$ cat config.mk
export PLATFORM = sky130hd
export DESIGN_NAME = ptmi_ctrl
export DESIGN_NICKNAME = d
export VERILOG_FILES = /design/src/hw/rtl/ptmi_pkg.sv /design/src/hw/rtl/ptmi_ctrl.sv
export SDC_FILE = /design/constraint.sdc
export NUM_CORES = 1
export LEC_CHECK = 0
export ABC_AREA = 1
export BUFFER_PORTS_ARGS = -buffer_cell sky130_fd_sc_hd__buf_2
export CAP_MARGIN = 20
export CORE_AREA = 2 2 39 41
export DETAILED_ROUTE_END_ITERATION = 7
export DIE_AREA = 0 0 41 43
export MAX_ROUTING_LAYER = met4
export PLACE_DENSITY_LB_ADDON = 0.05
export SLEW_MARGIN = 20
export SYNTH_ARGS = -nofsm -noshare
export SYNTH_HDL_FRONTEND = slang
export SYNTH_SLANG_ARGS = --single-unit
$ cat constraint.sdc
create_clock -name clock -period 1.1 [get_ports clock]
set_input_delay 0.055 -clock clock [delete_from_list [all_inputs] [get_ports clock]]
set_output_delay 0.055 -clock clock [all_outputs]
set_load 0.005 [all_outputs]
$ cat src/hw/rtl/ptmi_pkg.sv
// Shared types and constants for the page table map insert block.
// Used by ptmi_ctrl, ptmi_dp and page_table_map_insert; depends on nothing.
package ptmi_pkg;

   // Table pool geometry
   localparam int POOL_PAGES       = 64;
   localparam int ENTRIES_PER_PAGE = 512;
   localparam int IDX_W            = 9;
   localparam int PAGE_W           = $clog2(POOL_PAGES);
   localparam int STORE_DEPTH      = POOL_PAGES * ENTRIES_PER_PAGE;
   localparam int STORE_ADDR_W     = PAGE_W + IDX_W;
   localparam int NFP_W            = $clog2(POOL_PAGES + 1);

   // Field widths
   localparam int ENTRY_W  = 64;
   localparam int VIRT_W   = 48;
   localparam int PHYS_W   = 52;
   localparam int PPN_W    = 40;
   localparam int OFFSET_W = 12;
   localparam int CSR_IDX_W = 2;

   // Configuration register indexes
   localparam logic [CSR_IDX_W-1:0] CSR_PRESENT_FLAG  = 2'd0;
   localparam logic [CSR_IDX_W-1:0] CSR_WRITABLE_FLAG = 2'd1;
   localparam logic [CSR_IDX_W-1:0] CSR_POOL_BASE     = 2'd2;

   // Result status codes
   localparam logic [1:0] STATUS_OK        = 2'd0;
   localparam logic [1:0] STATUS_EXHAUSTED = 2'd1;
   localparam logic [1:0] STATUS_OUTSIDE   = 2'd2;

   // Last table walk level; the level after it selects the leaf index
   localparam logic [1:0] LAST_TABLE_LEVEL = 2'd2;

   typedef enum logic [2:0] {
      S_CLEAR,
      S_IDLE,
      S_READ,
      S_EVAL,
      S_CHECK,
      S_LEAF,
      S_DONE
   } ptmi_state_type;

   // Commands from controller to datapath
   typedef struct packed {
      logic       clear_en;
      logic       load;
      logic       rd_en;
      logic       take_entry;
      logic       alloc;
      logic       check_adv;
      logic       leaf_wr;
      logic       set_status;
      logic [1:0] status_code;
      logic       finish;
   } ptmi_cmd_type;

   // Status from datapath to controller
   typedef struct packed {
      logic clear_last;
      logic present;
      logic pool_full;
      logic ptr_ok;
      logic last_level;
      logic rsp_free;
   } ptmi_sts_type;

endpackage

$ cat src/hw/rtl/ptmi_ctrl.sv
// Walk controller for the page table map insert block.
// Depends on ptmi_pkg for the state enum and the command/status structs.
module ptmi_ctrl import ptmi_pkg::*; (
   input  logic         clock,
   input  logic         reset,
   input  logic         req_valid,
   output logic         req_stall,
   input  ptmi_sts_type sts,
   output ptmi_cmd_type cmd
);

   ptmi_state_type state_ff;
   ptmi_state_type state_in;

   // State register; reset starts the clearing pass
   always_ff @(posedge clock) begin
      if (reset) begin
         state_ff <= S_CLEAR;
      end else begin
         state_ff <= state_in;
      end
   end

   // Next state
   always_comb begin
      state_in = state_ff;
      unique case (state_ff)
         S_CLEAR: begin
            if (sts.clear_last) state_in = S_IDLE;
         end
         S_IDLE: begin
            if (req_valid) state_in = S_READ;
         end
         S_READ: begin
            state_in = S_EVAL;
         end
         S_EVAL: begin
            if (!sts.present && sts.pool_full) state_in = S_DONE;
            else state_in = S_CHECK;
         end
         S_CHECK: begin
            priority if (!sts.ptr_ok) state_in = S_DONE;
            else if (sts.last_level) state_in = S_LEAF;
            else state_in = S_READ;
         end
         S_LEAF: begin
            state_in = S_DONE;
         end
         S_DONE: begin
            if (sts.rsp_free) state_in = S_IDLE;
         end
         default: begin
            state_in = S_IDLE;
         end
      endcase
   end

   // Outputs
   always_comb begin
      cmd       = '0;
      req_stall = 1'b1;
      unique case (state_ff)
         S_CLEAR: begin
            cmd.clear_en = 1'b1;
         end
         S_IDLE: begin
            req_stall = 1'b0;
            cmd.load  = req_valid;
         end
         S_READ: begin
            cmd.rd_en = 1'b1;
         end
         S_EVAL: begin
            priority if (sts.present) begin
               cmd.take_entry = 1'b1;
            end else if (sts.pool_full) begin
               cmd.set_status  = 1'b1;
               cmd.status_code = STATUS_EXHAUSTED;
            end else begin
               cmd.alloc = 1'b1;
            end
         end
         S_CHECK: begin
            if (!sts.ptr_ok) begin
               cmd.set_status  = 1'b1;
               cmd.status_code = STATUS_OUTSIDE;
            end else begin
               cmd.check_adv = 1'b1;
            end
         end
         S_LEAF: begin
            cmd.leaf_wr = 1'b1;
         end
         S_DONE: begin
            cmd.finish = sts.rsp_free;
         end
         default: begin
            cmd = '0;
         end
      endcase
   end

endmodule

==> results of run 1 <==
==> kinds of logic (layout without fill, tap and decap cells) <==
group / Yosys count / in the layout / synth area share, %
AO/OA/AOI/OAI: 5 / 5 / 8.466
buffers and inverters: 17 / 51 / 21.78
flip-flops: 3 / 3 / 19.36
AND/OR/NAND/NOR: 36 / 36 / 50.40
==> layout make-up <==
class                   count  area [um2]
flip-flops and latches      3       71.32
repair buffers             31       198.9
fillers                   162       784.5
clock buffers               4       26.28
inverters                  16       62.56
well taps                  16       20.02
multi-input cells          41       220.2
==> cells in the mapped netlist (all sizes together) <==
master / number / share of area, %
nor3: 3 / 4.8
buf: 1 / 2.4
nand4: 1 / 2.0
nand3: 7 / 11
nor2: 13 / 17
a21oi: 3 / 4.8
o22ai: 1 / 2.0
inv: 16 / 19
dfxtp: 3 / 19
o21ai: 1 / 1.6
nand3b: 1 / 2.4
nand2: 11 / 13
==> what timing repair did <==
item,in CTS,in global routing
hold endpoints to repair,2,0
gates resized for setup,23,3
hold buffers,1,0
pin swaps,5,6
buffers inserted,3,0
setup endpoints to repair,12,12
==> report_power, final <==
group | total [mW] | internal, mW | switching [mW]
combinational | 0.453 | 0.231 | 0.222
sequential | 0.207 | 0.146 | 0.0609
clock | 0.192 | 0.136 | 0.0566
total | 0.852 | 0.513 | 0.340
==> critical path: cells and delay by family (launching register included) <==
kind,cells,cell delay [ns]
flip-flops,1,0.39
AND/OR/NAND/NOR,3,0.28
AO/OA/AOI/OAI,1,0.08
buffers and inverters,1,0.12
==> worst min path at each step <==
stage,start,endpoint,slack (ns),cells after the start
after CTS,sts[1],state_ff[2]$_SDFFE_PP0P_,0.14,3
after global placement,reset,state_ff[2]$_SDFFE_PP0P_,0.25,2
after floorplan,reset,state_ff[2]$_SDFFE_PP0P_,0.12,1
after global routing,sts[1],state_ff[2]$_SDFFE_PP0P_,0.17,3
after detailed placement,reset,state_ff[2]$_SDFFE_PP0P_,0.25,2
final,sts[1],state_ff[2]$_SDFFE_PP0P_,0.15,3
==> metal layers <==
layer  vias to the layer above  routed length, um  global-route usage [%]  share of wire (%)
li1                        255                  -                       -                  -
met1                       203                385                   13.78                 38
met2                        14                534                   25.00                 53
met3                         2                 73                   4.712                7.3
met4                         0                 10                   8.000                1.0
met5                         -                  0                       -                  0
==> layout by cell type (no fill, tap or decap), drive strengths merged <==
| cell type | instances |
|---|---|
| nand3b | 1 |
| o22ai | 1 |
| a21oi | 3 |
| nand4 | 1 |
| dfxtp | 3 |
| dlygate4sd3 | 1 |
| clkbuf | 4 |
| nor2 | 13 |
| o21ai | 1 |
| inv | 16 |
| buf | 30 |
| nand2 | 11 |
| nand3 | 7 |
| nor3 | 3 |
==> per-stage QoR <==
step | setup WS (ns) | setup TNS, ns | instance area [um2] | cells | power, mW
4_1_cts | -0.08167 | -0.3406 | 590.6 | 111 | 0.8618
5_1_grt | -0.1469 | -1.110 | 599.3 | 111 | 0.9500
3_5_place_dp | -0.002456 | -0.002500 | 475.5 | 103 | 0.5494
2_1_floorplan | 0.07916 | 0 | 310.3 | 61 | 0.3852
3_3_place_gp | -0.006476 | -0.01214 | 475.5 | 103 | 0.5569
6_report | -0.05870 | -0.1941 | 599.3 | 111 | 0.8524
==> run_results.csv, run 1 <==
group,metric,value,unit
place,io_buffers,20,
layout,largest_reg_flops,3,
layout,utilization,43.31,%
route,wl_per_cell,9.045,um
setup_path,crit_type,"reg -> out",
global_route,antenna_found_initial,0,
sta,min_period,1.159,ns
cts,htreeDepth,1,
floorplanning,die_area,1763,um2
synth,netlist_instances,61,
setup_path,end_kind,"primary output",
place,gp_congestion,0.7344,
route,vias_per_cell,4.270,
synth,syn_nets,70,
setup_path,reg2reg_from,"state_ff[1]$_SDFFE_PP0P_",
setup_path,r2r-end,"state_ff[1]$_SDFFE_PP0P_",
sta,slew_headroom,88.62,%
sta,setup_viol,7,
cts,clk_latency,0.23,ns
route,drt_first_pass_iters,2,
setup_path,start_kind,"register",
cts,clockBufferDepth,2,
global_route,track_usage,14.80,%
global_route,grt_pass1_wl,1.704,mm
pwr,peakVddDrop,706.7,uV
setup_path,cp-endpoint,"cmd[3]",
route,vias,474,
route,wl,1.004,mm
pwr,p_leak,0.3606,nW
sta,rsz0062_at_grt,"yes",
route,drcViolationCount,0,
setup_path,cpMaxStageDelayCell,"dfxtp_4",
sta,slew_violations,0,
floorplanning,die_x,41,um
job,maxCapViolCount,0,
floorplanning,start_util,22.42,%
pwr,power_density,1422,nW/um2
setup_path,r2r_setup_slack,0.01,ns
cts,clk_pin_slew_worst_paths,0.04,ns
synth,avgSynthCellArea,5.087,um2
synth,ys_seq_area_share,19.35,%
floorplanning,ios,21,
global_route,grt_pass1_vias,459,
sta,period_share,105.3,%
setup_path,rr_worst_depth,7,
layout,diodes,0,
setup_path,path_max_fanout,6,
setup_path,slowest_delay,0.39,ns
sta,setup_ws,-0.05870,ns
setup_path,cp-startpoint,"state_ff[1]$_SDFFE_PP0P_",
sta,worst_slew_pin_slew,0.1707,ns
cts,cts.sinks,3,
sta,holdWs,0.1512,ns
route,drtIter0Drc,2,
run_status,status,"finished with violations",
setup_path,worst_ep_required_time,1.04,ns
floorplanning,coreArea,1384,um2
synth,synth_warnings,0,
floorplanning,num_rows,14,
layout,top_register,"state_ff",
layout,drive_above_1_share,51.58,%
sta,fin_skew,0.004451,ns
synth,ys_ff_latch,3,
cts,cts_tree,"done",
global_route,grt_max_degree,8,
route,drt.antenna.violating_nets,0,
run_status,violations,"setup timing",
sta,max_freq,863.0,MHz
worst_hold_path,min_path_type,"in -> reg",
cts,cts_buffers,3,
layout,top_regs,"state_ff x3",
setup_path,crit_chain,"nand2_4 > nor2_4 > nand3_2 > o21ai_1 > buf_2",
sta,finalHoldViolCount,0,
place,hpwl,733.6,um
layout,nets,105,
layout,area_growth,93.14,%
global_route,grt-ovfl-total,0,
synth,ys_types,13,
synth,synth.cell_area,310.3,um2
setup_path,crit_arrival,1.10,ns
cts,root_buffer,"clkbuf_4",
floorplanning,dieHeight,43,um
Note: power is estimated with default switching activity, not from simulation.
==> inputs of run 2 (changes only) <==
ABC_AREA = not set   (was 1)
==> run_results.csv, run 2 <==
group,metric,value,unit
setup_path,worst_ep_required_time,1.25,ns
place,hpwl,660.6,um
place,placed_cells,83,
route,vias,424,
cts,htreeDepth,1,
synth,avgSynthCellArea,6.838,um2
floorplanning,ios,21,
layout,post-route-cell-area,628.1,um2
synth,synth_top_area_cell,"dfxtp_1",
synth,synth_top_area_share,20.43,%
global_route,grt-ovfl-total,0,
job,maxCapViolCount,0,
layout,mostFrequentLayoutCell,"buf_2",
layout,fill_cells,156,
floorplanning,coreArea,1384,um2
synth,netlist_instances,43,
sta,min_period,1.328,ns
layout,largest_reg_flops,3,
floorplanning,die_area,1763,um2
cts,cts_buffers,3,
run_status,violations,"setup timing",
place,gp_congestion,0.7717,
synth,ys_types,25,
cts,cts_tree,"done",
worst_hold_path,holdPathStages,2,
route,vias_per_cell,4.609,
run_status,status,"finished with violations",
sta,rsz0062_at_grt,"yes",
route,drtIter0Drc,3,
synth,synth_area_leaders,"dfxtp_1 (20%), nor2_1 (8.9%), nor2b_1 (6.4%)",
route,drt_first_pass_iters,3,
sta,max_freq,753.1,MHz
sta,slew_headroom,85.53,%
sta,slew_violations,0,
global_route,antenna_found_initial,0,
route,wl,975,um
global_route,grt_pass1_wl,1.359,mm
synth,synthTopCellsByCount,"nor2_1 (7), nand2_1 (4), dfxtp_1 (3), nor2b_1 (3), nor3_1 (3)",
layout,nets,86,
setup_path,end_kind,"register",
synth,syn_nets,52,
place,dp_worst_setup_slack,-0.1045,ns
floorplanning,dieHeight,43,um
synth,synth_warnings,0,
cts,cts.sinks,3,
global_route,track_usage,11.51,%
cts,clk_pin_slew_worst_paths,0.03,ns
synth,synth-edff-count,0,
sta,finalHoldViolCount,0,
route,wl_per_cell,10.60,um
sta,setup_viol,14,
floorplanning,start_util,21.25,%
floorplanning,num_rows,14,
sta,fin_skew,0.00009200,ns
synth,synth_ff_type,"dfxtp_1",
setup_path,crit_type,"reg -> reg",
synth,synth.cell_area,294.0,um2
global_route,grt_pass1_vias,355,
cts,clk_latency,0.23,ns
cts,clockBufferDepth,2,
cts,root_buffer,"clkbuf_4",
pwr,p_total,1.573,mW
setup_path,rr_worst_depth,5,
layout,top_regs,"state_ff x3",
layout,most-common-layout-cells,"buf_2 (19), buf_6 (9), nor2_1 (5)",
setup_path,crit_arrival,1.48,ns
setup_path,path_max_fanout,4,
floorplanning,die_x,41,um
synth,ys_seq_area_share,20.43,%
setup_path,start_kind,"register",
sta,period_share,120.7,%
sta,worst_slew_pin_slew,0.2171,ns
cts,holdBufCountCts,0,
pwr,p_leak,0.3060,nW
place,io_buffers,20,
sta,setup_ws,-0.2278,ns
pwr,power_density,2504,nW/um2
synth,yosysMostFrequentCell,"nor2_1",
layout,area_growth,113.6,%
layout,fin_cells,92,
layout,drive_above_1_share,68.42,%
synth,ys_ff_latch,3,
place,placed_cell_area,446.7,um2
global_route,grt_max_degree,12,
pwr,peakVddDrop,780.5,uV
route,drcViolationCount,0,
layout,top_register,"state_ff",
synth,async_flop_share,0,%
route,drt.antenna.violating_nets,0,
layout,diodes,0,
worst_hold_path,min_path_type,"in -> reg",
## run 2: cell count changes after synthesis, moves of 3 or more
| cell | previous run | this run |
|---|---|---|
| nand3_1 | 7 | 0 |
| nor2b_1 | 0 | 3 |
| inv_1 | 16 | 2 |
| nor2_1 | 12 | 7 |
| nand2_1 | 11 | 4 |
## run 2: what timing repair did
item | in CTS | in global routing
cloned | 0 | 0
pin swaps | 4 | 7
setup endpoints to repair | 14 | 15
resized for setup | 14 | 16
setup buffers | 3 | 2
## run 2: area by class of cell
class	instances	area [um2]	share of cell area (%)
multi-input cells	35	280.3	44.62
repair buffers	32	226.5	36.06
flip-flops and latches	3	67.56	10.76
clock buffers	4	26.28	4.183
well taps	16	20.02	3.187
inverters	2	7.507	1.195
## run 2: metrics by stage
stage | setup TNS [ns] | hold WS, ns | utilization [%]
final | -1.756 | 0.02229 | 45.39
after global routing | -2.616 | 0.01268 | 45.39
after CTS | -1.967 | 0.01749 | 38.97
after detailed placement | -0.3672 | 0.2596 | 32.28
after global placement | -0.7196 | 0.2621 | 32.28
after floorplan | -0.06664 | 0.1343 | -
## run 2: logic make-up (layout without fill, tap and decap cells)
kind of cell	count (synthesis)	in the layout	synth area share, %
AOI/OAI and AO/OA	10	10	22.56
DFF	3	3	20.43
buffers and inverters	5	38	9.360
and+or+nand+nor	25	25	47.66
## run 2: worst paths after layout
| check | end | slack, ns | start |
|---|---|---|---|
| worst min-delay path | state_ff[0]$_SDFFE_PP0P_ | 0.02 | reset |
| worst min register to register | state_ff[2]$_SDFFE_PP0P_ | 0.66 | state_ff[0]$_SDFFE_PP0P_ |
| worst max register to register | state_ff[0]$_SDFFE_PP0P_ | -0.23 | state_ff[1]$_SDFFE_PP0P_ |
| worst max-delay path | state_ff[0]$_SDFFE_PP0P_ | -0.23 | state_ff[1]$_SDFFE_PP0P_ |
## run 2: layer usage
layer	global-route usage (%)	part of all wire, %
met1	14.42	37
met4	4.000	0
met5	-	0
met3	5.236	5.9
met2	15.94	57
## run 2: power by group
part           internal (mW)  switching [mW]  leakage, nW
logic                  0.662           0.509        0.265
registers              0.176          0.0394       0.0262
clock network          0.136          0.0508       0.0150
## run 2: critical path, stage by stage, from the launching register on
cell and delay (ns):
dfxtp_4 0.35, or3b_4 0.40, buf_6 0.13, nor2_4 0.13, a211oi_2 0.05, nor3_2 0.19
==> inputs of run 3 (changes only) <==
CELL_PAD_IN_SITES_DETAIL_PLACEMENT = 0   (was not set)
CELL_PAD_IN_SITES_GLOBAL_PLACEMENT = 1   (was not set)
clock period = 1.7 ns   (was 1.1 ns; I/O delays follow)
==> run_results.csv, run 3 (synthesis results as in run 2) <==
group,metric,value,unit
pwr,peakVddDrop,338.2,uV
route,vias,378,
global_route,track_usage,11.09,%
sta,min_period,1.433,ns
layout,most-common-layout-cells,"buf_2 (20), nor2_1 (7), nand2_1 (4)",
layout,utilization,31.46,%
cts,cts_tree,"done",
layout,area_growth,48.09,%
route,drcViolationCount,0,
cts,clockBufferDepth,2,
sta,worst_slew_pin_slew,0.3505,ns
setup_path,cp_top_family,"flip-flops",
setup_path,crit_arrival,1.35,ns
floorplanning,dieHeight,43,um
place,hpwl,650.7,um
worst_hold_path,min_path_type,"in -> reg",
sta,rsz0062_at_grt,"no",
global_route,grt-ovfl-total,0,
pwr,p_leak,0.2336,nW
setup_path,slowest_delay,0.50,ns
layout,diodes,0,
route,wl_per_cell,10.52,um
global_route,grt_pass1_wl,1.311,mm
setup_path,path_max_fanout,11,
setup_path,path_buf_inv,2,
route,drt.antenna.violating_nets,0,
global_route,grt_pass1_vias,297,
sta,fin_skew,0.004476,ns
setup_path,worst_ep_required_time,1.62,ns
sta,setup-tns-final,0,ns
layout,drive_above_1_share,42.42,%
run_status,status,"finished, final reports clean",
sta,setup_viol,0,
floorplanning,num_rows,14,
layout,fill_cells,155,
cts,clk_pin_slew_worst_paths,0.04,ns
job,maxCapViolCount,0,
cts,cts_buffers,3,
layout,top_register,"state_ff",
global_route,antenna_found_initial,0,
cts,htreeDepth,1,
route,vias_per_cell,4.610,
layout,register_area,60.06,um2
floorplanning,coreArea,1384,um2
sta,slew_violations,0,
cts,cts.sinks,3,
setup_path,crit_type,"reg -> out",
floorplanning,die_x,41,um
route,drtIter0Drc,5,
place,io_buffers,20,
layout,largest_reg_flops,3,
pwr,power_density,1532,nW/um2
cts,root_buffer,"clkbuf_4",
route,drt_first_pass_iters,4,
sta,period_share,84.29,%
layout,top_regs,"state_ff x3",
sta,slew_headroom,76.60,%
setup_path,start_kind,"register",
setup_path,crit_chain,"nor2b_1 > buf_4 > and3_1 > buf_2",
setup_path,cpMaxStageDelayCell,"dfxtp_1",
floorplanning,ios,21,
cts,cts_resized,0,
sta,finalHoldViolCount,0,
layout,multi_input_area,206.4,um2
route,wl,863,um
place,gp_congestion,0.6635,
floorplanning,start_util,21.25,%
layout,mostFrequentLayoutCell,"buf_2",
cts,holdBufCountCts,0,
sta,max_freq,697.9,MHz
cts,clk_latency,0.23,ns
global_route,grt_max_degree,13,
cts,cts_setup_buffers,0,
floorplanning,die_area,1763,um2
layout,nets,76,
setup_path,end_kind,"primary output",
==> run 3: cell types whose count changed in the layout (fill, tap and decap cells not counted), moves of 2 or more <==
cell / change
nor3_2: -3
nor3_1: +3
dfxtp_4: -2
buf_4: -2
nor2_4: -3
nand2_1: +2
buf_6: -9
dfxtp_1: +2
nand2_2: -2
nor2_1: +2
==> run 3: metrics by stage <==
step           area [um2]  hold WS [ns]  setup WS [ns]  power [mW]  std cells
6_report            435.4       0.04345         0.2671      0.6670         82
5_1_grt             435.4       0.05806         0.1350      0.7334         82
4_1_cts             435.4       0.04128         0.2483      0.6753         82
3_5_place_dp        409.1        0.2857         0.3925      0.5442         78
3_3_place_gp        409.1        0.2774         0.3926      0.5532         78
2_1_floorplan       294.0        0.1643         0.5282      0.4136         43
==> run 3: routing by layer <==
layer	GRT usage, %	up-vias	share of wire (%)
met5	-	-	0
met4	6.000	0	0
met1	15.65	164	43
li1	-	195	-
met3	1.571	0	8.3
met2	14.69	19	48
==> run 3: worst paths after layout <==
kind | from | endpoint | slack, ns | depth (start not counted)
min | reset | state_ff[0]$_SDFFE_PP0P_ | 0.04 | 2
max reg2reg | state_ff[1]$_SDFFE_PP0P_ | state_ff[0]$_SDFFE_PP0P_ | 0.39 | 4
max | state_ff[1]$_SDFFE_PP0P_ | cmd[7] | 0.27 | 4
min reg2reg | state_ff[0]$_SDFFE_PP0P_ | state_ff[2]$_SDFFE_PP0P_ | 0.67 | 3
==> run 3: where the power goes <==
group,switching [mW],leakage (nW),internal (mW)
Clock,0.0375,0.0150,0.0880
Sequential,0.0572,0.0249,0.102
Combinational,0.191,0.194,0.191
==> run 3: final cells by class <==
class | instances | area share [%]
timing repair buffer | 22 | 26.44
tap | 16 | 4.598
inverter | 2 | 1.724
multi-input combinational | 35 | 47.41
sequential | 3 | 13.79
clock buffer | 4 | 6.034
